### config.mk
export PLATFORM = sky130hd
export DESIGN_NAME = hsv2rgb_terms
export DESIGN_NICKNAME = d
export VERILOG_FILES = /design/src/sv/hsv2rgb_pkg.sv /design/src/sv/hsv2rgb_terms.sv
export VERILOG_INCLUDE_DIRS = /design/src /design/src/sv
export SDC_FILE = /design/constraint.sdc
export NUM_CORES = 1
export LEC_CHECK = 0
export ABC_AREA = 1
export BUFFER_PORTS_ARGS = -buffer_cell sky130_fd_sc_hd__buf_4
export CAP_MARGIN = 20
export CELL_PAD_IN_SITES_DETAIL_PLACEMENT = 0
export CELL_PAD_IN_SITES_GLOBAL_PLACEMENT = 2
export CORE_MARGIN = 1.5
export CORE_UTILIZATION = 30
export CTS_CLUSTER_DIAMETER = 120
export DETAILED_ROUTE_END_ITERATION = 8
export PLACE_DENSITY_LB_ADDON = 0.1
export SLEW_MARGIN = 20
export SYNTH_ARGS = -nofsm -noshare
export SYNTH_HDL_FRONTEND = slang
export SYNTH_SLANG_ARGS = --single-unit
### constraint.sdc
create_clock -name clk -period 12.98 [get_ports clk]
set_input_delay 2.596 -clock clk [delete_from_list [all_inputs] [get_ports clk]]
set_output_delay 2.596 -clock clk [all_outputs]
set_load 0.03 [all_outputs]
### src/sv/assert_macros.svh
`ifndef ASSERT_MACROS_SVH
`define ASSERT_MACROS_SVH

// Plain property, checked on every rising edge outside reset.
`define HSV2RGB_ASSERT(label, clk, rst_n, prop, msg) \
	label: assert property (@(posedge clk) disable iff (!rst_n) (prop)) \
		else $error(msg);

// Implication: whenever ante holds, cons must hold in the same cycle.
`define HSV2RGB_ASSERT_IMPL(label, clk, rst_n, ante, cons, msg) \
	label: assert property (@(posedge clk) disable iff (!rst_n) (ante) |-> (cons)) \
		else $error(msg);

`endif

### src/sv/hsv2rgb_pkg.sv
`default_nettype none

package hsv2rgb_pkg;

	localparam int HUE_W   = 16;
	localparam int PCT_W   = 15;
	localparam int FRAC_W  = 10;
	localparam int TERM_W  = 25;
	localparam int PROD_W  = 40;
	localparam int ACC_W   = 44;
	localparam int Z_W     = 18;
	localparam int CHAN_W  = 8;
	localparam int LANES   = 3;
	localparam int COLOR_W = CHAN_W * LANES;

	localparam int HUE_FULL = 5760;
	localparam int SECTORS  = 6;

	// Lanes of a packed color: red in the top byte.
	localparam int LANE_R = 2;
	localparam int LANE_G = 1;
	localparam int LANE_B = 0;

	// Bias that makes every signed hue positive while keeping it congruent mod 5760.
	localparam logic [HUE_W:0] HUE_BIAS = (HUE_W + 1)'(SECTORS * HUE_FULL);

	// 960 = 64 * 15: drop six bits, then divide by 15 through a reciprocal.
	localparam int COARSE_SHIFT = 6;
	localparam int COARSE_W     = HUE_W + 1 - COARSE_SHIFT;
	localparam int KPROD_W      = 23;
	localparam int K_W          = 7;
	localparam logic [KPROD_W-1:0] RECIP15 = KPROD_W'(4370);
	localparam logic [COARSE_W-1:0] COARSE_DIV = COARSE_W'(15);
	localparam logic [11:0] RECIP6 = 12'd43;

	localparam logic [PCT_W-1:0]  PCT_FULL    = 15'd25600;
	localparam logic [FRAC_W-1:0] SECTOR_SPAN = 10'd960;
	localparam logic [TERM_W-1:0] TERM_FULL   = 25'd24576000;

	// channel = floor(17 * V * M / (625 * 2^26)); 1/625 ~ RECIP625 / 2^27
	localparam int SCALE_SHIFT  = 26;
	localparam int RECIP_SHIFT  = 27;
	localparam int RPROD_W      = 36;
	localparam logic [RPROD_W-1:0] RECIP625 = RPROD_W'(214749);
	localparam logic [Z_W-1:0] Z_LIMIT = Z_W'(160000);

	typedef enum logic [2:0] {
		SEC_RED_YELLOW   = 3'd0,
		SEC_YELLOW_GREEN = 3'd1,
		SEC_GREEN_CYAN   = 3'd2,
		SEC_CYAN_BLUE    = 3'd3,
		SEC_BLUE_MAGENTA = 3'd4,
		SEC_MAGENTA_RED  = 3'd5
	} sector_t;

	typedef struct packed {
		logic signed [HUE_W-1:0] hue_sixteenths;
		logic [PCT_W-1:0]        saturation_q8;
		logic [PCT_W-1:0]        brightness_q8;
	} hsv_t;

	typedef struct packed {
		sector_t           sector;
		logic [FRAC_W-1:0] frac;
		logic [PCT_W-1:0]  sat;
		logic [PCT_W-1:0]  val;
	} split_t;

	typedef struct packed {
		sector_t           sector;
		logic [TERM_W-1:0] tp;
		logic [TERM_W-1:0] tq;
		logic [TERM_W-1:0] tt;
		logic [PCT_W-1:0]  val;
	} terms_t;

endpackage

`default_nettype wire

### src/sv/hsv2rgb_terms.sv
`default_nettype none
`include "assert_macros.svh"

module hsv2rgb_terms (
	input  wire logic                clk,
	input  wire logic                arst_n,
	input  wire logic                in_valid,
	output logic                     in_ready,
	input  wire hsv2rgb_pkg::split_t in_data,
	output logic                     out_valid,
	input  wire logic                out_ready,
	output hsv2rgb_pkg::terms_t      out_data
);

	logic [hsv2rgb_pkg::PCT_W-1:0]  sat_comp;
	logic [hsv2rgb_pkg::FRAC_W-1:0] frac_comp;
	logic [hsv2rgb_pkg::TERM_W-1:0] tp;
	logic [hsv2rgb_pkg::TERM_W-1:0] tq;
	logic [hsv2rgb_pkg::TERM_W-1:0] tt;

	logic                           v_s3;
	hsv2rgb_pkg::terms_t            terms_s3;
	logic                           en_s3;

	assign en_s3    = !v_s3 || out_ready;
	assign in_ready = en_s3;

	// Stage 3: p, q and t in units of 1/(25600*960).
	always_comb begin
		sat_comp  = hsv2rgb_pkg::PCT_FULL - in_data.sat;
		frac_comp = hsv2rgb_pkg::SECTOR_SPAN - in_data.frac;
		tp = hsv2rgb_pkg::TERM_W'(sat_comp) * hsv2rgb_pkg::TERM_W'(hsv2rgb_pkg::SECTOR_SPAN);
		tq = hsv2rgb_pkg::TERM_FULL
			- hsv2rgb_pkg::TERM_W'(in_data.frac) * hsv2rgb_pkg::TERM_W'(in_data.sat);
		tt = hsv2rgb_pkg::TERM_FULL
			- hsv2rgb_pkg::TERM_W'(frac_comp) * hsv2rgb_pkg::TERM_W'(in_data.sat);
	end

	always_ff @(posedge clk or negedge arst_n) begin
		if (!arst_n) begin
			v_s3 <= 1'b0;
		end else if (en_s3) begin
			v_s3 <= in_valid;
		end
	end

	always_ff @(posedge clk) begin
		if (en_s3 && in_valid) begin
			terms_s3.sector <= in_data.sector;
			terms_s3.tp     <= tp;
			terms_s3.tq     <= tq;
			terms_s3.tt     <= tt;
			terms_s3.val    <= in_data.val;
		end
	end

	assign out_valid = v_s3;
	assign out_data  = terms_s3;

	`HSV2RGB_ASSERT(a_terms_range, clk, arst_n,
		!v_s3 || (terms_s3.tp <= hsv2rgb_pkg::TERM_FULL && terms_s3.tq <= hsv2rgb_pkg::TERM_FULL
		&& terms_s3.tt <= hsv2rgb_pkg::TERM_FULL),
		"p, q or t term exceeds full scale")

endmodule

`default_nettype wire

==> metrics.md <==
| Metric | Value |
|---|---|
| Outcome | `completed` |
| Final-layout worst hold slack | `~0.59 ns` |
| Pin count of the biggest net entering global routing | `63` |
| Arr. time, crit path | `about 8.2 ns` |
| Die height | `approximately 240 µm` |
| Transition time of the tightest slew-check pin | `approximately 0.87 ns` |
| Total Wirelength | `about 46000 µm` |
| RSZ-0062 raised after global routing | `no` |
| Fraction of the mapped netlist area in compound gates | `about 1.7%` |
| Via-to-Cell Ratio | `roughly 4.4` |
| Hold path endpoint | `out_valid` |
| Global-route wire length before repair | `between 70000 and 80000 µm` |
| Fraction of layout instances using a drive strength above 1 | `approximately a tenth` |
| Net count of the finished layout | `around 2700` |
| Share of synthesized flip-flops with an asynchronous set or reset | `between 1 and 1.5%` |
| Grt ovf | `0` |
| Final ANT Viol Nets | `0` |
| Post-synth cell types | `41` |
| Hold Path Depth | `2` |
| Post-synth EDFFs | `86` |
| GR Util All Layers | `around 17%` |
| Area share of fa/ha/maj cells after synthesis | `41.9%` |
| Sequential standard cell area | `between 2000 and 3000 µm²` |
| Average wire per cell in the routed design | `roughly 16 µm` |
| Number of setup buffers added after CTS | `0` |
| Slack of the worst reg-to-reg path | `~11 ns` |
| Horiz. Die Dim | `~240 µm` |
| Type of the worst min-delay path | `reg2reg` |
| Nature of the critical path endpoint | `register` |
| Filler Cell Count | `approximately 5900` |
| Number of antenna violations at the first check in global routing | `0` |
| Relative area change from synthesis to final layout | `11.5%` |
| Count of antenna diodes in the layout | `0` |
| Post-Synth Simple-Gate Area | `22.6%` |
| Synthesized area divided by synthesized cell count | `7.66 µm²` |
| Clock tree from TritonCTS | `yes` |
| HPWL reported at the end of detailed placement | `around 40000 µm` |
| Sequential-to-total area share from yosys stat | `between 10% and 20%` |
| Most common cell after layout, fill and taps aside | `sky130_fd_sc_hd__nand2_1` |
| Critical path required time | `between 10 and 15 ns` |
| Quantity of I/O buffers inserted on ports | `135` |
| Final Max Slew Viols | `0` |
| Cell row count | `85` |
| Number of remaining DRC errors | `0` |
| Total negative setup slack | `0 ns` |
| Final WS setup | `4.92 ns` |
| Max-Cap Viols | `0` |
| Global placer's final weighted congestion | `between 0.8 and 0.9` |
| Total via count in the routed design | `13000` |
| Combinational family with the most area after synthesis | `adder cells` |
| # setup viols final | `0` |
| Starting density of the core | `between 30% and 40%` |
| Number of global-route vias before repair | `13500` |
| Top fanout value on the critical path | `17` |
| Post-Synth XOR/XNOR Area | `about 2%` |
| Clock transition at the registers of the reported paths | `approximately 0.08 ns` |
| Relative slew margins | `between 40% and 50%` |
| Worst Hold Launch | `out_valid` |
| Type of origin of the critical path | `input port` |
| Clock H-tree levels | `3` |
| Detailed router's first-iteration violation count | `~640` |
| Count of TritonRoute iterations in the first routing pass | `5` |
| CTS Buf Count | `9` |
| Number of instances resized during post-cts repair | `0` |
| Root buffer selected by CTS | `sky130_fd_sc_hd__clkbuf_16` |
| Hold buffers post-CTS | `0` |
| Highest-count cells in the layout ignoring fill and taps | `sky130_fd_sc_hd__nand2_1, sky130_fd_sc_hd__inv_1, sky130_fd_sc_hd__fa_1, sky130_fd_sc_hd__ha_1, sky130_fd_sc_hd__buf_4` |
| Maximum count of clock buffers along a single path | `2` |
| Worst clock skew | `roughly 0.0087 ns` |
| Worst skew pair latency | `between 0.3 and 0.4 ns` |
| Worst reg2reg path depth | `2` |
| Critical register-to-register path endpoint | `out_data[33]` |
| Core Region | `54100 µm²` |
| Num Clock Sinks | `87` |
| Reg-to-reg critical path startpoint | `out_valid` |
| Fmax | `~0.12 GHz` |
| Number of warnings reported in the yosys synthesis log | `0` |
| Placement-stage worst setup slack | `4.40 ns` |
| Post-layout min period | `~8 ns` |
| Fraction of synthesized area in multiplexers | `0%` |
| Gate count of the mapped netlist | `2158` |
| Number of flip-flops and latches in the synthesized netlist | `between 80 and 90` |
| Area of the mapped netlist | `16500 µm²` |
| Most used flip-flop cell after synthesis | `sky130_fd_sc_hd__edfxtp_1` |
| Die area | `between 50000 and 60000 µm²` |
| Combined area of the multi-input logic cells | `between 10000 and 15000 µm²` |
| Category of the most critical setup path | `in2reg` |
| Hold violation count in the final report | `0` |
| Io pins | `142` |
| Share of the cycle needed by the critical path after routing | `a little over 60%` |
-- Yosys cell counts (8+ instances only) --
cell type / n / share of area, %
sky130_fd_sc_hd__nand2_2: 9 / 0.34
sky130_fd_sc_hd__nor2_2: 21 / 0.79
sky130_fd_sc_hd__inv_1: 599 / 14
sky130_fd_sc_hd__ha_1: 170 / 13
sky130_fd_sc_hd__nand3_1: 88 / 2.7
sky130_fd_sc_hd__edfxtp_1: 86 / 16
sky130_fd_sc_hd__clkbuf_1: 27 / 0.61
sky130_fd_sc_hd__xor2_1: 30 / 1.6
sky130_fd_sc_hd__fa_1: 240 / 29
sky130_fd_sc_hd__nor2_1: 116 / 2.6
sky130_fd_sc_hd__nor3_1: 10 / 0.30
sky130_fd_sc_hd__nand4_1: 12 / 0.45
sky130_fd_sc_hd__o21ai_0: 12 / 0.36
sky130_fd_sc_hd__a21oi_1: 37 / 1.1
sky130_fd_sc_hd__xnor2_1: 8 / 0.42
sky130_fd_sc_hd__buf_2: 14 / 0.42
sky130_fd_sc_hd__nand2_1: 619 / 14
sky130_fd_sc_hd__buf_4: 10 / 0.45
-- registers in the layout, indices dropped and copies added (netlist names) --
name	cells
out_data	86
out_valid	1
-- per-layer routing --
metal,routed length (µm),vias up,GRT usage (%)
li1,-,6460,-
met1,23200,6306,25.5
met2,21100,212,27.8
met3,1760,18,1.49
met4,367,0,2.97
met5,0,-,0
-- metrics by stage --
stage          utilization [%]  instances  area, µm²
4_1_cts                   34.1       2949      18400
2_1_floorplan                -       2163      16600
3_5_place_dp              33.5       2933      18100
5_1_grt                   34.1       2949      18400
3_3_place_gp              33.5       2933      18100
6_report                  34.1       2949      18400
-- area by class of cell --
cell class / count / share of cell area, %
well taps: 696 / 4.72
clock buffers: 9 / 1.22
repair buffers: 136 / 5.54
multi-input cells: 1402 / 61.4
clock inverters: 7 / 0.468
flip-flops and latches: 87 / 14.1
inverters: 612 / 12.6
-- kinds of logic after synthesis --
logic type      count (synthesis)
fa+ha+maj                     410
flops                          87
compound gates                 54
xor+xnor                       38
other cells                     1
simple gates                  894
buf+inv                       674
-- how the worst max path moves through the flow --
stage / to / start / slack [ns] / cells after the start
finish: out_data[34] / in_data[30] / 4.92 / 26
global route: out_data[34] / in_data[30] / 4.51 / 26
CTS: out_data[39] / in_data[30] / 4.81 / 20
detailed placement: out_data[34] / in_data[30] / 4.40 / 20
global placement: out_data[39] / in_data[30] / 4.50 / 22
floorplan: out_data[35] / in_data[31] / 5.28 / 27
-- worst max-delay path, cell delays in order --
cell and delay [ns]:
sky130_fd_sc_hd__buf_4 0.18, sky130_fd_sc_hd__inv_1 0.13, sky130_fd_sc_hd__ha_1 0.23, sky130_fd_sc_hd__nand2_1 0.10, sky130_fd_sc_hd__nor2_2 0.14, sky130_fd_sc_hd__nand3_2 0.10, sky130_fd_sc_hd__nand3_1 0.08, sky130_fd_sc_hd__nand2_1 0.05
sky130_fd_sc_hd__nand2_1 0.39, sky130_fd_sc_hd__inv_1 0.21, sky130_fd_sc_hd__nand2_1 0.13, sky130_fd_sc_hd__fa_1 0.45, sky130_fd_sc_hd__fa_1 0.48, sky130_fd_sc_hd__fa_1 0.49, sky130_fd_sc_hd__inv_1 0.05, sky130_fd_sc_hd__fa_1 0.46
sky130_fd_sc_hd__fa_1 0.49, sky130_fd_sc_hd__inv_1 0.04, sky130_fd_sc_hd__ha_1 0.35, sky130_fd_sc_hd__nand2_1 0.13, sky130_fd_sc_hd__nor2_1 0.32, sky130_fd_sc_hd__nand3_1 0.14, sky130_fd_sc_hd__nand3_1 0.20, sky130_fd_sc_hd__nand2_1 0.13
sky130_fd_sc_hd__nand3_1 0.08, sky130_fd_sc_hd__nand2_1 0.05
Power is not shown: default switching activity piles up to over one toggle a cycle in this logic, so the estimate is an artifact.
