### src/sv/assert_macros.svh
`ifndef ASSERT_MACROS_SVH
`define ASSERT_MACROS_SVH

// Plain property, checked on every rising edge outside reset.
`define HSV2RGB_ASSERT(label, clk, rst_n, prop, msg) \
	label: assert property (@(posedge clk) disable iff (!rst_n) (prop)) \
		else $error(msg);

// Implication: whenever ante holds, cons must hold in the same cycle.
`define HSV2RGB_ASSERT_IMPL(label, clk, rst_n, ante, cons, msg) \
	label: assert property (@(posedge clk) disable iff (!rst_n) (ante) |-> (cons)) \
		else $error(msg);

`endif

### src/sv/hsv2rgb_pkg.sv
`default_nettype none

package hsv2rgb_pkg;

	localparam int HUE_W   = 16;
	localparam int PCT_W   = 15;
	localparam int FRAC_W  = 10;
	localparam int TERM_W  = 25;
	localparam int PROD_W  = 40;
	localparam int ACC_W   = 44;
	localparam int Z_W     = 18;
	localparam int CHAN_W  = 8;
	localparam int LANES   = 3;
	localparam int COLOR_W = CHAN_W * LANES;

	localparam int HUE_FULL = 5760;
	localparam int SECTORS  = 6;

	// Lanes of a packed color: red in the top byte.
	localparam int LANE_R = 2;
	localparam int LANE_G = 1;
	localparam int LANE_B = 0;

	// Bias that makes every signed hue positive while keeping it congruent mod 5760.
	localparam logic [HUE_W:0] HUE_BIAS = (HUE_W + 1)'(SECTORS * HUE_FULL);

	// 960 = 64 * 15: drop six bits, then divide by 15 through a reciprocal.
	localparam int COARSE_SHIFT = 6;
	localparam int COARSE_W     = HUE_W + 1 - COARSE_SHIFT;
	localparam int KPROD_W      = 23;
	localparam int K_W          = 7;
	localparam logic [KPROD_W-1:0] RECIP15 = KPROD_W'(4370);
	localparam logic [COARSE_W-1:0] COARSE_DIV = COARSE_W'(15);
	localparam logic [11:0] RECIP6 = 12'd43;

	localparam logic [PCT_W-1:0]  PCT_FULL    = 15'd25600;
	localparam logic [FRAC_W-1:0] SECTOR_SPAN = 10'd960;
	localparam logic [TERM_W-1:0] TERM_FULL   = 25'd24576000;

	// channel = floor(17 * V * M / (625 * 2^26)); 1/625 ~ RECIP625 / 2^27
	localparam int SCALE_SHIFT  = 26;
	localparam int RECIP_SHIFT  = 27;
	localparam int RPROD_W      = 36;
	localparam logic [RPROD_W-1:0] RECIP625 = RPROD_W'(214749);
	localparam logic [Z_W-1:0] Z_LIMIT = Z_W'(160000);

	typedef enum logic [2:0] {
		SEC_RED_YELLOW   = 3'd0,
		SEC_YELLOW_GREEN = 3'd1,
		SEC_GREEN_CYAN   = 3'd2,
		SEC_CYAN_BLUE    = 3'd3,
		SEC_BLUE_MAGENTA = 3'd4,
		SEC_MAGENTA_RED  = 3'd5
	} sector_t;

	typedef struct packed {
		logic signed [HUE_W-1:0] hue_sixteenths;
		logic [PCT_W-1:0]        saturation_q8;
		logic [PCT_W-1:0]        brightness_q8;
	} hsv_t;

	typedef struct packed {
		sector_t           sector;
		logic [FRAC_W-1:0] frac;
		logic [PCT_W-1:0]  sat;
		logic [PCT_W-1:0]  val;
	} split_t;

	typedef struct packed {
		sector_t           sector;
		logic [TERM_W-1:0] tp;
		logic [TERM_W-1:0] tq;
		logic [TERM_W-1:0] tt;
		logic [PCT_W-1:0]  val;
	} terms_t;

endpackage

`default_nettype wire

### src/sv/hsv2rgb_scale.sv
`default_nettype none
`include "assert_macros.svh"

module hsv2rgb_scale (
	input  wire logic                             clk,
	input  wire logic                             arst_n,
	input  wire logic                             in_valid,
	output logic                                  in_ready,
	input  wire hsv2rgb_pkg::terms_t              in_data,
	output logic                                  out_valid,
	input  wire logic                             out_ready,
	output logic [hsv2rgb_pkg::COLOR_W-1:0]       out_color
);

	logic [hsv2rgb_pkg::LANES-1:0][hsv2rgb_pkg::TERM_W-1:0]  pick;
	logic [hsv2rgb_pkg::LANES-1:0][hsv2rgb_pkg::ACC_W-1:0]   acc;
	logic [hsv2rgb_pkg::LANES-1:0][hsv2rgb_pkg::RPROD_W-1:0] rprod;

	logic                                                    v_s4;
	logic [hsv2rgb_pkg::LANES-1:0][hsv2rgb_pkg::PROD_W-1:0]  prod_s4;
	logic                                                    v_s5;
	logic [hsv2rgb_pkg::LANES-1:0][hsv2rgb_pkg::Z_W-1:0]     z_s5;
	logic                                                    v_s6;
	logic [hsv2rgb_pkg::LANES-1:0][hsv2rgb_pkg::CHAN_W-1:0]  ch_s6;

	logic en_s4;
	logic en_s5;
	logic en_s6;

	assign en_s6    = !v_s6 || out_ready;
	assign en_s5    = !v_s5 || en_s6;
	assign en_s4    = !v_s4 || en_s5;
	assign in_ready = en_s4;

	// Stage 4: route v, p, q, t to the channels by sector.
	always_comb begin
		case (in_data.sector)
			hsv2rgb_pkg::SEC_RED_YELLOW: begin
				pick[hsv2rgb_pkg::LANE_R] = hsv2rgb_pkg::TERM_FULL;
				pick[hsv2rgb_pkg::LANE_G] = in_data.tt;
				pick[hsv2rgb_pkg::LANE_B] = in_data.tp;
			end
			hsv2rgb_pkg::SEC_YELLOW_GREEN: begin
				pick[hsv2rgb_pkg::LANE_R] = in_data.tq;
				pick[hsv2rgb_pkg::LANE_G] = hsv2rgb_pkg::TERM_FULL;
				pick[hsv2rgb_pkg::LANE_B] = in_data.tp;
			end
			hsv2rgb_pkg::SEC_GREEN_CYAN: begin
				pick[hsv2rgb_pkg::LANE_R] = in_data.tp;
				pick[hsv2rgb_pkg::LANE_G] = hsv2rgb_pkg::TERM_FULL;
				pick[hsv2rgb_pkg::LANE_B] = in_data.tt;
			end
			hsv2rgb_pkg::SEC_CYAN_BLUE: begin
				pick[hsv2rgb_pkg::LANE_R] = in_data.tp;
				pick[hsv2rgb_pkg::LANE_G] = in_data.tq;
				pick[hsv2rgb_pkg::LANE_B] = hsv2rgb_pkg::TERM_FULL;
			end
			hsv2rgb_pkg::SEC_BLUE_MAGENTA: begin
				pick[hsv2rgb_pkg::LANE_R] = in_data.tt;
				pick[hsv2rgb_pkg::LANE_G] = in_data.tp;
				pick[hsv2rgb_pkg::LANE_B] = hsv2rgb_pkg::TERM_FULL;
			end
			default: begin
				pick[hsv2rgb_pkg::LANE_R] = hsv2rgb_pkg::TERM_FULL;
				pick[hsv2rgb_pkg::LANE_G] = in_data.tp;
				pick[hsv2rgb_pkg::LANE_B] = in_data.tq;
			end
		endcase
	end

	// Stage 5 times 17 and drop 2^26; stage 6 divides by 625 via reciprocal.
	always_comb begin
		for (int i = 0; i < hsv2rgb_pkg::LANES; i++) begin
			acc[i]   = {prod_s4[i], 4'b0000} + hsv2rgb_pkg::ACC_W'(prod_s4[i]);
			rprod[i] = hsv2rgb_pkg::RPROD_W'(z_s5[i]) * hsv2rgb_pkg::RECIP625;
		end
	end

	always_ff @(posedge clk or negedge arst_n) begin
		if (!arst_n) begin
			v_s4 <= 1'b0;
			v_s5 <= 1'b0;
			v_s6 <= 1'b0;
		end else begin
			if (en_s4) v_s4 <= in_valid;
			if (en_s5) v_s5 <= v_s4;
			if (en_s6) v_s6 <= v_s5;
		end
	end

	always_ff @(posedge clk) begin
		for (int i = 0; i < hsv2rgb_pkg::LANES; i++) begin
			if (en_s4 && in_valid)
				prod_s4[i] <= hsv2rgb_pkg::PROD_W'(in_data.val) * hsv2rgb_pkg::PROD_W'(pick[i]);
			if (en_s5 && v_s4)
				z_s5[i] <= acc[i][hsv2rgb_pkg::ACC_W-1:hsv2rgb_pkg::SCALE_SHIFT];
			if (en_s6 && v_s5)
				ch_s6[i] <= rprod[i][hsv2rgb_pkg::RECIP_SHIFT+hsv2rgb_pkg::CHAN_W-1:
					hsv2rgb_pkg::RECIP_SHIFT];
		end
	end

	assign out_valid = v_s6;
	assign out_color = ch_s6;

	// The reciprocal for 625 is exact only below 256 * 625.
	`HSV2RGB_ASSERT_IMPL(a_scale_range, clk, arst_n, v_s5,
		z_s5[0] < hsv2rgb_pkg::Z_LIMIT && z_s5[1] < hsv2rgb_pkg::Z_LIMIT
		&& z_s5[2] < hsv2rgb_pkg::Z_LIMIT,
		"scaled channel exceeds reciprocal range")

endmodule

`default_nettype wire

### config.mk
export PLATFORM = sky130hd
export DESIGN_NAME = hsv2rgb_scale
export DESIGN_NICKNAME = d
export VERILOG_FILES = /design/src/sv/hsv2rgb_pkg.sv /design/src/sv/hsv2rgb_scale.sv
export VERILOG_INCLUDE_DIRS = /design/src /design/src/sv
export SDC_FILE = /design/constraint.sdc
export NUM_CORES = 2
export LEC_CHECK = 0
export ABC_AREA = 1
export BUFFER_PORTS_ARGS = -buffer_cell sky130_fd_sc_hd__buf_4
export CAP_MARGIN = 20
export CORE_ASPECT_RATIO = 0.5
export CORE_MARGIN = 2
export CORE_UTILIZATION = 55
export CTS_CLUSTER_SIZE = 40
export DETAILED_ROUTE_END_ITERATION = 16
export GPL_TIMING_DRIVEN = 0
export PLACE_DENSITY = 0.71
export SYNTH_ARGS = -nofsm -noshare
export SYNTH_HDL_FRONTEND = slang
export SYNTH_SLANG_ARGS = --single-unit
### constraint.sdc
create_clock -name clk -period 5.9 [get_ports clk]
set_input_delay 0.59 -clock clk [delete_from_list [all_inputs] [get_ports clk]]
set_output_delay 0.59 -clock clk [all_outputs]
set_load 0.05 [all_outputs]
==> results.txt <==
- Status: finished, violations left
- The checks that failed: negative setup slack.
- In this design, the largest share of critical-path delay is due to adder cells.
- Inserted Clock Buffers: 23
* Setup violation total in the final timing report: 71
- In this run, the number of DRC markers left after iteration 0 of detailed routing was 6009.
- After synthesis the cells add up to 0.0724 mm².
- The min-delay analysis places its worst path in the category in -> reg.
- 123 I/O pins were placed.
* WL/cell: 20.6 µm
- The layout has 11500 filler cells.
- Buffers added on ports: 108
- The placed instances occupy a cell area of 0.0771 mm².
- Residual DRC count: 0
- Data arrival at the endpoint of the critical path: 6640 ps
* R2R Path End: out_color[6]
* Largest incremental delay on the critical path: 700 ps
* Maximum fanout encountered on the critical timing path: 7
* Post-Syn Area per Cell: 7.49 µm²
- After synthesis, the share of flip-flops with an asynchronous set or reset is 1.49%.
- RD Place Congestion: 1.04
- Endpoint kind of the worst setup timing path: register
- Tracing the worst setup path back leads to its startpoint at in_data[91].
- In this run the vertical extent of the chip is 260 µm.
- Measured on the finished design, the core utilization comes to 63.5%.
- DR WL met3: 34200 µm
- Worst reg-to-reg path cell count: 20
- The worst register-to-register path begins at z_s5[16].
* Share of Yosys cell area claimed by the top area cell type: 35.2%
* Met1 layer wirelength in the final routing: 106000 µm
* Minimum setup slack in the final design: -434 ps
- The routed design uses 94000 µm of met2 wire.
* Number of warnings issued by yosys: 0
* Horizontal die dimension: 517 µm
* Largest net degree at the start of global routing: 81
- Share of post-route cells with drive strength above 1: 12.3%
- Total buffers and inverters traversed by the critical path: 11
* Logic depth of the worst path, buffers included: 29
- Summed over all layers, the global routing overflow is 0.
- Prevailing post-synth register cell: sky130_fd_sc_hd__edfxtp_1
- TritonCTS clock tree: yes
- The floorplan has 94 rows.
- Required time worst endpoint: 6210 ps
* Growth of design area from synthesis to finish: 15.0%
- The root buffer cell chosen for the clock tree is sky130_fd_sc_hd__clkbuf_16.
- Post-Synthesis Cells: 9666
- Total global-route track usage: 36.3%
- Clock latency on the worst-skew pair, taken at its later pin, is 580 ps.
- After routing the design area is 0.0832 mm².
* Number of hold violations in the final report: 0
* Sequential-to-total area share from yosys stat: 8.32%
- Vias in the first global route: 62500
- Post-route ant nets: 0
- Setup repair after global routing could not meet its margin everywhere.
- # clock sinks: 201
- Standard cell with the maximum stage delay on the critical path: sky130_fd_sc_hd__fa_2
* Longest Clk Path Bufs: 3
* Die Footprint: 0.135 mm²
- The initial antenna violation count is 7.
- Sum of negative setup slack: -17550 ps
* Top area cells in the synthesized netlist: sky130_fd_sc_hd__fa_1, sky130_fd_sc_hd__ha_1, sky130_fd_sc_hd__inv_1, sky130_fd_sc_hd__nand2_1, sky130_fd_sc_hd__edfxtp_1
- Remaining max-slew budget at the tightest pin: 17.5%
- The tool flagged a number of max-cap violations equal to 0.
- Clock-pin slew was measured on the worst setup and hold paths at 60 ps.
* Fraction of the cycle the final worst path needs: 107%
- Period minus WS final: 6330 ps
- The synthesized design contains 201 register bits.
- Placed wire-length estimate after detailed placement: 201000 µm
- Worst Setup Path Type: in -> reg
* Pin slew with the least headroom to its limit: 1240 ps
* Post-place setup slack: -1770 ps
* Initial cell density of the core: 55.2%
- Max H-tree Level: 1
- The first TritonRoute pass finished after 9 iterations.
- Total number of nets in the final design: 12300
- Syn_nets: 11900
- Post-detailed-routing wire length: 245000 µm
* EDFF count, synth: 198
- Unique cell type count in the Yosys netlist: 54
- The number of max-slew violations in the final report came to 0.
- Across the routed clock network, the largest skew measured is 24.3 ps.
* Topmost layer with routed signal wires: met5
- Maximum clock frequency: 0.158 GHz
* Via count: 63800
- In this run the register-to-register setup slack is 660 ps.
* Per-cell via count in the routed design: 5.38
* First-pass GRT wire length: 368000 µm
* Std-Cell Core Area: 0.131 mm²
* Critical Path End: prod_s4[32]
- Crit path launch type: primary input
* Library cell occupying the most area in the post-synthesis netlist: sky130_fd_sc_hd__fa_1
==> synthesized netlist by cell type (8+ instances only) <==
cell / instances
sky130_fd_sc_hd__xnor2_1: 32
sky130_fd_sc_hd__buf_2: 44
sky130_fd_sc_hd__nand2_1: 2491
sky130_fd_sc_hd__or2_2: 9
sky130_fd_sc_hd__nand4_1: 24
sky130_fd_sc_hd__o21bai_1: 49
sky130_fd_sc_hd__ha_1: 834
sky130_fd_sc_hd__o221ai_2: 25
sky130_fd_sc_hd__nand2_2: 8
sky130_fd_sc_hd__o21ai_2: 13
sky130_fd_sc_hd__and2_1: 15
sky130_fd_sc_hd__fa_1: 1272
sky130_fd_sc_hd__a21oi_1: 290
sky130_fd_sc_hd__clkbuf_1: 99
sky130_fd_sc_hd__buf_4: 13
sky130_fd_sc_hd__xor2_1: 56
sky130_fd_sc_hd__o21ai_0: 133
sky130_fd_sc_hd__buf_1: 20
sky130_fd_sc_hd__nor3_1: 67
sky130_fd_sc_hd__inv_1: 2717
sky130_fd_sc_hd__nor4_1: 8
sky130_fd_sc_hd__edfxtp_1: 198
sky130_fd_sc_hd__inv_2: 30
sky130_fd_sc_hd__a21o_1: 11
sky130_fd_sc_hd__nand3_1: 259
sky130_fd_sc_hd__o221ai_1: 29
sky130_fd_sc_hd__nor2_1: 841
==> how the worst min path moves through the flow <==
stage | start | to | slack, ps | cells past startpoint
2_1_floorplan | arst_n | out_valid | 290 | 0
3_3_place_gp | arst_n | v_s4 | 380 | 1
3_5_place_dp | arst_n | v_s4 | 380 | 1
4_1_cts | arst_n | out_valid | 310 | 2
5_1_grt | arst_n | out_valid | 370 | 2
6_report | out_ready | out_valid | 350 | 4
==> cells in the final DEF (no fill, tap or decap), types with 21 or more instances in the layout <==
cell type,synthesis,layout
sky130_fd_sc_hd__a21oi_2,0,50
sky130_fd_sc_hd__nor3_1,67,51
sky130_fd_sc_hd__nor2_2,5,59
sky130_fd_sc_hd__nand2_1,2491,2335
sky130_fd_sc_hd__a21oi_1,290,223
sky130_fd_sc_hd__fa_2,0,54
sky130_fd_sc_hd__nor2_1,841,756
sky130_fd_sc_hd__buf_6,4,37
sky130_fd_sc_hd__buf_4,13,285
sky130_fd_sc_hd__nor2_4,1,32
sky130_fd_sc_hd__ha_4,0,57
sky130_fd_sc_hd__inv_2,30,64
sky130_fd_sc_hd__inv_4,3,21
sky130_fd_sc_hd__clkbuf_16,0,27
sky130_fd_sc_hd__o221ai_4,6,41
sky130_fd_sc_hd__nand4_1,24,24
sky130_fd_sc_hd__xnor2_1,32,32
sky130_fd_sc_hd__ha_1,834,775
sky130_fd_sc_hd__o21ai_0,133,103
sky130_fd_sc_hd__inv_1,2717,2647
sky130_fd_sc_hd__clkbuf_1,99,31
sky130_fd_sc_hd__nand2_2,8,118
sky130_fd_sc_hd__xor2_1,56,53
sky130_fd_sc_hd__fa_1,1272,1218
sky130_fd_sc_hd__nand2_4,1,40
sky130_fd_sc_hd__buf_12,0,59
sky130_fd_sc_hd__o21bai_1,49,44
sky130_fd_sc_hd__nand3_1,259,245
sky130_fd_sc_hd__edfxtp_1,198,198
sky130_fd_sc_hd__clkbuf_2,0,63
==> what timing repair did <==
action	in CTS	in global routing
hold buffers	1	0
pin swaps	168	127
setup endpoints to repair	89	82
cloned	8	6
endpoints found under the hold margin	3	0
gates resized for setup	526	248
buffers inserted	194	37
==> cell families after synthesis <==
| kind of cell | count (synthesis) | share of synthesized area, % |
|---|---|---|
| fa+ha+maj | 2106 | 49.6 |
| xor+xnor | 88 | 1.07 |
| compound gates | 588 | 5.14 |
| buf+inv | 2931 | 15.4 |
| simple gates | 3752 | 20.4 |
| flops | 201 | 8.32 |
==> worst register-to-register path: cells and delay by family, from the launching register on <==
family,cells,cell delay [ps]
AND/OR/NAND/NOR,9,1050
flip-flops,1,480
buffers and inverters,4,310
adder cells (fa/ha/maj),7,3190
==> state kept, by name, indices dropped and copies added, names as in the netlist <==
| register | cells |
|---|---|
| v_s5 | 1 |
| out_color | 24 |
| z_s5 | 54 |
| v_s4 | 1 |
| prod_s4 | 120 |
| out_valid | 1 |
==> final cells by class <==
cell class              instances  area [µm²]  share of cell area [%]
diodes                          7        17.5                  0.0211
plain buffers                 180        1440                    1.73
clock buffers                  25         583                   0.701
clock inverters                14         130                   0.156
inverters                    2751       10500                    12.6
multi-input cells            6536       58700                    70.5
flip-flops and latches        201        6020                    7.24
well taps                    1776        2220                    2.67
repair buffers                360        3610                    4.35
repair inverters                1        6.26                 0.00752
==> metal layers <==
| metal | vias up | global-route usage (%) |
|---|---|---|
| met3 | 640 | 13.5 |
| met1 | 30500 | 52.6 |
| li1 | 29200 | - |
| met4 | 8 | 10.9 |
| met2 | 3419 | 50.0 |
| met5 | - | 0.878 |
==> stage by stage <==
stage / std cells / hold slack [ps]
after global routing: 11800 / 368
after global placement: 11600 / 383
after CTS: 11800 / 313
after floorplan: 9666 / 294
after detailed placement: 11600 / 385
final: 11900 / 347
Power is left out: the tool's default activity adds up to more than one toggle a clock period on the data nets, which glitch-free logic cannot reach.
