`config.mk`:
```
export PLATFORM = sky130hd
export DESIGN_NAME = hsv2rgb_hue_split
export DESIGN_NICKNAME = d
export VERILOG_FILES = /design/src/sv/hsv2rgb_pkg.sv /design/src/sv/hsv2rgb_hue_split.sv
export VERILOG_INCLUDE_DIRS = /design/src /design/src/sv
export SDC_FILE = /design/constraint.sdc
export NUM_CORES = 1
export LEC_CHECK = 0
export BUFFER_PORTS_ARGS = -buffer_cell sky130_fd_sc_hd__buf_2
export CAP_MARGIN = 15
export CORE_UTILIZATION = 50
export CTS_CLUSTER_SIZE = 40
export DETAILED_ROUTE_END_ITERATION = 6
export PLACE_DENSITY = 0.74
export SLEW_MARGIN = 25
export SYNTH_ARGS = -nofsm -noshare
export SYNTH_HDL_FRONTEND = slang
export SYNTH_SLANG_ARGS = --single-unit
export TNS_END_PERCENT = 100
```
`constraint.sdc`:
```
create_clock -name clk -period 4.4 [get_ports clk]
set_input_delay 0.66 -clock clk [delete_from_list [all_inputs] [get_ports clk]]
set_output_delay 0.66 -clock clk [all_outputs]
set_load 0.01 [all_outputs]
```
`src/sv/assert_macros.svh`:
```
`ifndef ASSERT_MACROS_SVH
`define ASSERT_MACROS_SVH

// Plain property, checked on every rising edge outside reset.
`define HSV2RGB_ASSERT(label, clk, rst_n, prop, msg) \
	label: assert property (@(posedge clk) disable iff (!rst_n) (prop)) \
		else $error(msg);

// Implication: whenever ante holds, cons must hold in the same cycle.
`define HSV2RGB_ASSERT_IMPL(label, clk, rst_n, ante, cons, msg) \
	label: assert property (@(posedge clk) disable iff (!rst_n) (ante) |-> (cons)) \
		else $error(msg);

`endif

```
`src/sv/hsv2rgb_pkg.sv`:
```
`default_nettype none

package hsv2rgb_pkg;

	localparam int HUE_W   = 16;
	localparam int PCT_W   = 15;
	localparam int FRAC_W  = 10;
	localparam int TERM_W  = 25;
	localparam int PROD_W  = 40;
	localparam int ACC_W   = 44;
	localparam int Z_W     = 18;
	localparam int CHAN_W  = 8;
	localparam int LANES   = 3;
	localparam int COLOR_W = CHAN_W * LANES;

	localparam int HUE_FULL = 5760;
	localparam int SECTORS  = 6;

	// Lanes of a packed color: red in the top byte.
	localparam int LANE_R = 2;
	localparam int LANE_G = 1;
	localparam int LANE_B = 0;

	// Bias that makes every signed hue positive while keeping it congruent mod 5760.
	localparam logic [HUE_W:0] HUE_BIAS = (HUE_W + 1)'(SECTORS * HUE_FULL);

	// 960 = 64 * 15: drop six bits, then divide by 15 through a reciprocal.
	localparam int COARSE_SHIFT = 6;
	localparam int COARSE_W     = HUE_W + 1 - COARSE_SHIFT;
	localparam int KPROD_W      = 23;
	localparam int K_W          = 7;
	localparam logic [KPROD_W-1:0] RECIP15 = KPROD_W'(4370);
	localparam logic [COARSE_W-1:0] COARSE_DIV = COARSE_W'(15);
	localparam logic [11:0] RECIP6 = 12'd43;

	localparam logic [PCT_W-1:0]  PCT_FULL    = 15'd25600;
	localparam logic [FRAC_W-1:0] SECTOR_SPAN = 10'd960;
	localparam logic [TERM_W-1:0] TERM_FULL   = 25'd24576000;

	// channel = floor(17 * V * M / (625 * 2^26)); 1/625 ~ RECIP625 / 2^27
	localparam int SCALE_SHIFT  = 26;
	localparam int RECIP_SHIFT  = 27;
	localparam int RPROD_W      = 36;
	localparam logic [RPROD_W-1:0] RECIP625 = RPROD_W'(214749);
	localparam logic [Z_W-1:0] Z_LIMIT = Z_W'(160000);

	typedef enum logic [2:0] {
		SEC_RED_YELLOW   = 3'd0,
		SEC_YELLOW_GREEN = 3'd1,
		SEC_GREEN_CYAN   = 3'd2,
		SEC_CYAN_BLUE    = 3'd3,
		SEC_BLUE_MAGENTA = 3'd4,
		SEC_MAGENTA_RED  = 3'd5
	} sector_t;

	typedef struct packed {
		logic signed [HUE_W-1:0] hue_sixteenths;
		logic [PCT_W-1:0]        saturation_q8;
		logic [PCT_W-1:0]        brightness_q8;
	} hsv_t;

	typedef struct packed {
		sector_t           sector;
		logic [FRAC_W-1:0] frac;
		logic [PCT_W-1:0]  sat;
		logic [PCT_W-1:0]  val;
	} split_t;

	typedef struct packed {
		sector_t           sector;
		logic [TERM_W-1:0] tp;
		logic [TERM_W-1:0] tq;
		logic [TERM_W-1:0] tt;
		logic [PCT_W-1:0]  val;
	} terms_t;

endpackage

`default_nettype wire

```
`src/sv/hsv2rgb_hue_split.sv`:
```
`default_nettype none
`include "assert_macros.svh"

module hsv2rgb_hue_split (
	input  wire logic                clk,
	input  wire logic                arst_n,
	input  wire logic                in_valid,
	output logic                     in_ready,
	input  wire hsv2rgb_pkg::hsv_t   in_data,
	output logic                     out_valid,
	input  wire logic                out_ready,
	output hsv2rgb_pkg::split_t      out_data
);

	logic [hsv2rgb_pkg::HUE_W:0]         biased;
	logic [hsv2rgb_pkg::KPROD_W-1:0]     kprod;
	logic [hsv2rgb_pkg::PCT_W-1:0]       sat_clip;
	logic [hsv2rgb_pkg::PCT_W-1:0]       val_clip;

	logic                                v_s1;
	logic [hsv2rgb_pkg::K_W-1:0]         k_s1;
	logic [hsv2rgb_pkg::COARSE_W-1:0]    coarse_s1;
	logic [hsv2rgb_pkg::COARSE_SHIFT-1:0] fine_s1;
	logic [hsv2rgb_pkg::PCT_W-1:0]       sat_s1;
	logic [hsv2rgb_pkg::PCT_W-1:0]       val_s1;

	logic [hsv2rgb_pkg::COARSE_W-1:0]    rem_full;
	logic [11:0]                         q6prod;
	logic [hsv2rgb_pkg::K_W-1:0]         sec_full;

	logic                                v_s2;
	hsv2rgb_pkg::split_t                 split_s2;

	logic                                en_s1;
	logic                                en_s2;

	assign en_s2    = !v_s2 || out_ready;
	assign en_s1    = !v_s1 || en_s2;
	assign in_ready = en_s1;

	// Stage 1: bias hue positive, count 960-wide steps, clip percentages.
	always_comb begin
		biased = {in_data.hue_sixteenths[hsv2rgb_pkg::HUE_W-1], in_data.hue_sixteenths}
			+ hsv2rgb_pkg::HUE_BIAS;
		kprod  = hsv2rgb_pkg::KPROD_W'(biased[hsv2rgb_pkg::HUE_W:hsv2rgb_pkg::COARSE_SHIFT])
			* hsv2rgb_pkg::RECIP15;
		sat_clip = (in_data.saturation_q8 > hsv2rgb_pkg::PCT_FULL) ?
			hsv2rgb_pkg::PCT_FULL : in_data.saturation_q8;
		val_clip = (in_data.brightness_q8 > hsv2rgb_pkg::PCT_FULL) ?
			hsv2rgb_pkg::PCT_FULL : in_data.brightness_q8;
	end

	// Stage 2: fraction within the step, step count mod 6 gives the sector.
	always_comb begin
		rem_full = coarse_s1 - hsv2rgb_pkg::COARSE_W'(k_s1) * hsv2rgb_pkg::COARSE_DIV;
		q6prod   = 12'(k_s1) * hsv2rgb_pkg::RECIP6;
		sec_full = k_s1 - hsv2rgb_pkg::K_W'(q6prod[11:8]) * hsv2rgb_pkg::K_W'(hsv2rgb_pkg::SECTORS);
	end

	always_ff @(posedge clk or negedge arst_n) begin
		if (!arst_n) begin
			v_s1 <= 1'b0;
			v_s2 <= 1'b0;
		end else begin
			if (en_s1) v_s1 <= in_valid;
			if (en_s2) v_s2 <= v_s1;
		end
	end

	always_ff @(posedge clk) begin
		if (en_s1 && in_valid) begin
			k_s1      <= kprod[hsv2rgb_pkg::KPROD_W-1:16];
			coarse_s1 <= biased[hsv2rgb_pkg::HUE_W:hsv2rgb_pkg::COARSE_SHIFT];
			fine_s1   <= biased[hsv2rgb_pkg::COARSE_SHIFT-1:0];
			sat_s1    <= sat_clip;
			val_s1    <= val_clip;
		end
		if (en_s2 && v_s1) begin
			split_s2.sector <= hsv2rgb_pkg::sector_t'(sec_full[2:0]);
			split_s2.frac   <= {rem_full[3:0], fine_s1};
			split_s2.sat    <= sat_s1;
			split_s2.val    <= val_s1;
		end
	end

	assign out_valid = v_s2;
	assign out_data  = split_s2;

	`HSV2RGB_ASSERT_IMPL(a_split_range, clk, arst_n, v_s2,
		split_s2.sector <= hsv2rgb_pkg::SEC_MAGENTA_RED && split_s2.frac < hsv2rgb_pkg::SECTOR_SPAN,
		"hue split produced a sector or fraction out of range")

endmodule

`default_nettype wire

```
==> impl_results.md, run 1 <==
- Mux cell area share after synthesis: 0%
- CP peak stage delay: 460 ps
- Area leader, netlist: edfxtp_1
- Die area: approximately 11000 um2
- Overall power: 3.090 mW
- Setup CP Type: input pin to flip-flop
- Post-synth top area share: 52.01%
- Worst slew pin tran: about 970 ps
- Syn-to-layout area delta: 17.31%
- P_leak: roughly 2.8 nW
- Count leader, synth: edfxtp_1
- Initial detailed-routing violation count: 108
- Xor and xnor area share after synthesis: under 10%
- Post-CTS setup buffer count: 0
- Drt total wl: ~9000 um
- Status: completed
- Area post-placement: ~5900 um2
- Number of I/O port buffers: 94
- Dpl hpwl: about 7200 um
- Pre-CTS setup slack: -147.7 ps
- Initial antenna violation count: 0
- Ys async rst share: about 2.2%
- Max cap viols: 0
- Endpoints failing setup: 0
- N_diodes: 0
- Tmin final: between 4000 and 5000 ps
- Largest net degree at the start of global routing: 48
- RSZ-0062 raised after global routing: false
- Worst setup EP type: flip-flop
- Fill cells: a little under 800
- Row count: 36
- Max FO, Critical Path: 3
- Yosys synthesis warning count: 0
- M1 GR Usage: 21.23%
- Mapped Nets: around 520
- Starting Density: 52.44%
- Clk_skew: slightly above 10 ps
- Worst EP required: approximately 4500 ps
- Drc violations: 0
- Slowest CP cell: fa_1
- Gr ovfl total: 0
- Unique masters post-synth: 38
- Simple-gate share of the synthesized area: between 8 and 9%
- Combinational Power Share: ~44%
- Int Power: 2.038 mW
- Syn Area/Cell: roughly 14 um2
- Final net count: 634
- Final GP Congestion: between 0.8 and 0.9
- Hold Crit Class: input pin to asynchronous set/reset pin
- Synth top area cells: edfxtp_1, ha_1, fa_1, inv_1, xnor2_1
- Routed via count: 3103
- Number of global-route vias before repair: 3300
- Clock Tree Root: clkbuf_8
- Routed WL per cell: about 14 um
- Clock Latency Late Sink: 350 ps
- Routed Antenna Nets: 0
- Max Slew Vio Count: 0
- Global-route wire length before repair: ~15000 um
- Most frequent CP cell: ha_1
- Pwr/cell area: around 510 nW/um2
- Worst-path cell chain: buf_2 -> inv_1 -> ha_1 -> nand2b_1 -> and4_1 -> xor2_1 -> ha_1 -> fa_1 -> ha_1 -> ha_1 -> a31oi_1 -> o31ai_2 -> a2111oi_4 -> o21ai_1 -> and3_1 -> o31a_1
- Setup ws final: about 210 ps
- Syn Inst Count: between 300 and 400
- CTS Sinks: 92
- Seq/Total Area, Yosys: around 53%
- Path depth of the worst reg2reg path: 15
- Worst vdd ir: roughly 250 uV
- Post-synth EDFFs: 90
- Psw: roughly 1.1 mW
- Switching portion of total power: 34.04%
- Critical path startpoint category: input pin
- Fin. Hold Viols: 0
- Clk slew on worst S/H paths: around 90 ps
- CTS Buffer Depth: 2
- IO Count: between 90 and 100
- Fmax: roughly 240 MHz
- Post-synth top cells: edfxtp_1, ha_1, inv_1, xnor2_1, nor2b_1
- WP data arrival: about 4300 ps
- Total CTS buffers: 9
- All-Layer GR Usage: between 15 and 20%
- Largest family of logic cells by synthesized area: adder cells
- Htree depth: 3
- Main synth FF type: edfxtp_1
- Synthesized-area fraction occupied by adder cells: 24.37%
- Die Width: slightly above 100 um
- Mapped Area: 5196 um2
- Vias/cell: 4.918
- Reg power frac: roughly two fifths
- GRT met3 Usage: ~4.3%
- Post-cts sizing count: 0
- Die Height: around 100 um
- #FFs+latches synth: a little over 90
- Fin crit share: between 90% and 100%
- Core Footprint: a little under 10000 um2
- Layout cell share with drive strength beyond 1: between 20% and 30%
- Rel. slew slack: between 30% and 40%
- Met2 Use GR: about a third
- Post-CTS Hold Buffers: 0
- Clock Power Share: a little under a fifth
- Fin area: slightly above 6000 um2
- Drt pass-1 iters: 4
- CTS tree: yes
- Most Crowded Layer GR: met2
- Synth Area in Compound Gates: roughly 4.6%
power by group through the flow:
stage | sequential (mW) | combinational (mW) | clock, mW
4_1_cts | 1.18 | 1.38 | 0.572
6_report | 1.18 | 1.35 | 0.561
2_1_floorplan | 1.23 | 0.984 | 0
3_3_place_gp | 1.19 | 1.29 | 0
3_5_place_dp | 1.20 | 1.37 | 0
5_1_grt | 1.19 | 1.55 | 0.614
logic make-up (layout without fill, tap and decap cells):
| kind of cell | Yosys count | count (layout) |
|---|---|---|
| DFF | 92 | 92 |
| buffers and inverters | 62 | 179 |
| AOI/OAI and AO/OA | 29 | 29 |
| xor gates and xnor gates | 31 | 31 |
| and+or+nand+nor | 76 | 76 |
| adders and majority gates | 91 | 91 |
area by class of cell:
type / instances / area [um2] / share of cell area (%)
flip-flops and latches: 92 / 2753 / 45.16
multi-input cells: 227 / 2200 / 36.08
repair buffers: 107 / 568.0 / 9.319
inverters: 56 / 210.2 / 3.448
well taps: 133 / 166.4 / 2.730
clock buffers: 10 / 127.6 / 2.094
clock inverters: 6 / 71.32 / 1.170
registers in the layout, indices dropped and copies added, names as in the netlist:
| signal | cells |
|---|---|
| coarse_s1 | 4 |
| sat_s1 | 15 |
| k_s1 | 7 |
| v_s1 | 1 |
| out_data | 43 |
| fine_s1 | 6 |
| out_valid | 1 |
| val_s1 | 15 |
path summary, 6_finish.rpt:
| kind | slack, ps | to | start |
|---|---|---|---|
| max | 210 | k_s1[4]$_DFFE_PP_ | in_data[38] |
| min | 80 | out_valid$_DFFE_PN0P_ | arst_n |
| max reg2reg | 530 | out_data[42]$_DFFE_PP_ | k_s1[3]$_DFFE_PP_ |
| min reg2reg | 420 | out_data[28]$_DFFE_PP_ | sat_s1[13]$_SDFFCE_PN1P_ |
| max in group asynchronous | 4220 | v_s1$_DFFE_PN0N_ | arst_n |
| min in group clk | 420 | out_data[28]$_DFFE_PP_ | sat_s1[13]$_SDFFCE_PN1P_ |
worst max-delay path, delay by kind of cell:
kind,cells,cell delay (ps)
AO/OA/AOI/OAI,5,1140
AND/OR/NAND/NOR,3,520
XOR/XNOR,1,240
adder cells (fa/ha/maj),5,1570
buffers and inverters,2,160
metal layers:
layer  up-vias  wire (um)
met5         -          0
met4         0         88
met3         5        429
met2        78       4629
met1      1477       3865
li1       1543          -
stage by stage:
step                      setup TNS [ps]  instances  hold WS (ps)  utilization (%)
after global routing                   0        631         56.99            61.52
after floorplan                        0        381         364.4                -
final                                  0        631         83.41            61.52
after global placement            -3.969        615         400.9            59.49
after CTS                              0        631         68.09            61.50
after detailed placement          -305.5        615         404.5            59.49
placed cells by master (no fill, tap or decap), drive strengths merged, types with 4 or more instances in the layout:
| cell type | n |
|---|---|
| buf | 107 |
| edfxtp | 90 |
| ha | 74 |
| inv | 58 |
| xnor2 | 22 |
| nor2b | 21 |
| fa | 17 |
| nand2 | 13 |
| nor2 | 12 |
| clkbuf | 10 |
| xor2 | 9 |
| a21oi | 9 |
| nand2b | 6 |
| and2 | 6 |
| or4 | 4 |
| o21ai | 4 |
Power figures use the tool's default switching activity.
==> run 2: changes to the inputs <==
--- a/config.mk
+++ b/config.mk
@@ -6,8 +6,9 @@
 export SDC_FILE = /design/constraint.sdc
 export NUM_CORES = 1
 export LEC_CHECK = 0
-export BUFFER_PORTS_ARGS = -buffer_cell sky130_fd_sc_hd__buf_2
+export BUFFER_PORTS_ARGS = -buffer_cell sky130_fd_sc_hd__buf_4
 export CAP_MARGIN = 15
+export CORE_MARGIN = 1.5
 export CORE_UTILIZATION = 50
 export CTS_CLUSTER_SIZE = 40
 export DETAILED_ROUTE_END_ITERATION = 6
==> impl_results.md, run 2 (synthesis gave the netlist of run 1 again) <==
- N_diodes: 0
- Hold Crit Class: input pin to asynchronous set/reset pin
- Initial antenna violation count: 0
- Max FFs per register: 43
- Clock Tree Root: clkbuf_8
- Core Footprint: 10180 um2
- Worst EP required: 4500 ps
- Critical path startpoint category: input pin
- Final net count: 632
- FF/Latch Area: between 2000 and 3000 um2
- Setup CP Type: input pin to flip-flop
- IO Count: 95
- Total CTS buffers: 9
- Routed Antenna Nets: 0
- Clock Latency Late Sink: 360 ps
- Clk_skew: roughly 12 ps
- Routed WL per cell: between 10 and 15 um
- Commonest non-fill, non-tap cell in the layout: buf_4
- Syn-to-layout area delta: 21.48%
- Most frequent cells in the layout: buf_4, edfxtp_1, ha_1, inv_1, xnor2_1
- Drc violations: 0
- Die Width: ~100 um
- Multi-input combinational cell area: 2200 um2
- CTS Buffer Depth: 2
- Worst slew pin tran: approximately 940 ps
- Max cap viols: 0
- Worst vdd ir: between 200 and 300 uV
- Fill cells: 800
- Largest net degree at the start of global routing: 48
- Layout cell share with drive strength beyond 1: 26.21%
- Flop2flop setup slack: about 450 ps
- Starting Density: around half
- Number of I/O port buffers: 94
- All-Layer GR Usage: 16.99%
- RSZ-0062 raised after global routing: false
- Die area: 11010 um2
- Fin area: approximately 6300 um2
- Endpoints failing setup: 0
- Max FO, Critical Path: 3
- Global-route wire length before repair: 14480 um
- Tmin final: between 4000 and 5000 ps
- Worst setup EP type: flip-flop
- Path depth of the worst reg2reg path: 15
- Post-CTS Hold Buffers: 0
- Initial detailed-routing violation count: about 130
- Fin crit share: between 90% and 100%
- Row count: 37
- TNS Setup: 0 ps
- Vias/cell: a little under 5
- Post-cts sizing count: 0
- Clk slew on worst S/H paths: roughly 90 ps
- WP data arrival: between 4000 and 5000 ps
- Die Height: approximately 100 um
- Status: completed
- CTS Sinks: between 90 and 100
- Routed via count: 3047
- Final GP Congestion: about 0.83
- Number of global-route vias before repair: a little over 3000
- Dpl hpwl: a little over 7000 um
- Overall power: 3.100 mW
- Critical R2R Launch: k_s1[1]$_DFFE_PP_
- P_leak: 2.841 nW
- Fmax: ~240 MHz
- Gr ovfl total: 0
- Drt pass-1 iters: 4
- Htree depth: 3
- Rel. slew slack: between 30% and 40%
- Drt total wl: 8858 um
- Reg-to-reg critical path endpoint: out_data[42]$_DFFE_PP_
- CP startpoint: in_data[38]
- Area post-placement: roughly 6000 um2
- Last element of the critical path: k_s1[6]$_DFFE_PP_
- CTS tree: yes
- Post-CTS setup buffer count: 0
- Pwr/cell area: about 500 nW/um2
- Fin. Hold Viols: 0
- Max Slew Vio Count: 0
[run 2: cell count changes in the layout (fill, tap and decap cells not counted), sizes merged]
cell and change:
clkinv +2, bufinv -1, clkbuf -1, clkinvlp -1, inv +1, buf -2
[run 2: worst min path at each step]
| stage | start | endpoint | slack [ps] | depth (start not counted) |
|---|---|---|---|---|
| final | arst_n | v_s1$_DFFE_PN0N_ | 70 | 1 |
| after global routing | arst_n | v_s1$_DFFE_PN0N_ | 50 | 1 |
| after CTS | arst_n | v_s1$_DFFE_PN0N_ | 50 | 1 |
| after detailed placement | val_s1[14]$_SDFFCE_PN1P_ | out_data[14]$_DFFE_PP_ | 400 | 0 |
| after global placement | sat_s1[8]$_SDFFCE_PN0P_ | out_data[23]$_DFFE_PP_ | 400 | 0 |
| after floorplan | arst_n | out_valid$_DFFE_PN0P_ | 360 | 0 |
[run 2: final cells by class]
cell class,count,share of cell area [%]
clock buffers,9,1.962
repair buffers,105,12.49
inverters,56,3.330
well taps,136,2.696
clock inverters,7,1.070
flip-flops and latches,92,43.61
multi-input cells,227,34.85
[run 2: per-layer routing]
layer	GRT usage, %	wire length [um]	up-vias
met5	0	0	-
met2	29.32	4427	74
met4	6.947	170	0
met1	20.97	3933	1418
met3	3.182	327	15
li1	-	-	1540
[run 2: critical path, cell delays in order]
cell and delay, ps:
buf_4 130, inv_1 70, ha_1 170, nand2b_1 70, and4_1 220, and3b_1 200
ha_1 270, inv_1 50, fa_1 420, fa_1 510, inv_1 40, ha_1 190
ha_1 280, nand2_1 50, nor2_1 110, o211ai_1 120, o31ai_2 370, a211oi_2 130
xnor2_1 140
[run 2: where the power goes]
part           switching (mW)  internal (mW)  leakage, nW
Sequential             0.0473           1.14        0.891
Combinational           0.713          0.671         1.85
Clock                   0.312          0.219       0.0989
[run 2: through the flow]
step	std cells	setup slack, ps	util (%)	hold WS [ps]
finish	632	302.4	61.98	70.07
global route	632	74.95	61.98	50.86
CTS	632	304.5	61.97	53.98
detailed placement	616	-84.08	60.09	404.5
global placement	616	-1.953	60.09	400.6
floorplan	381	104.5	-	364.4
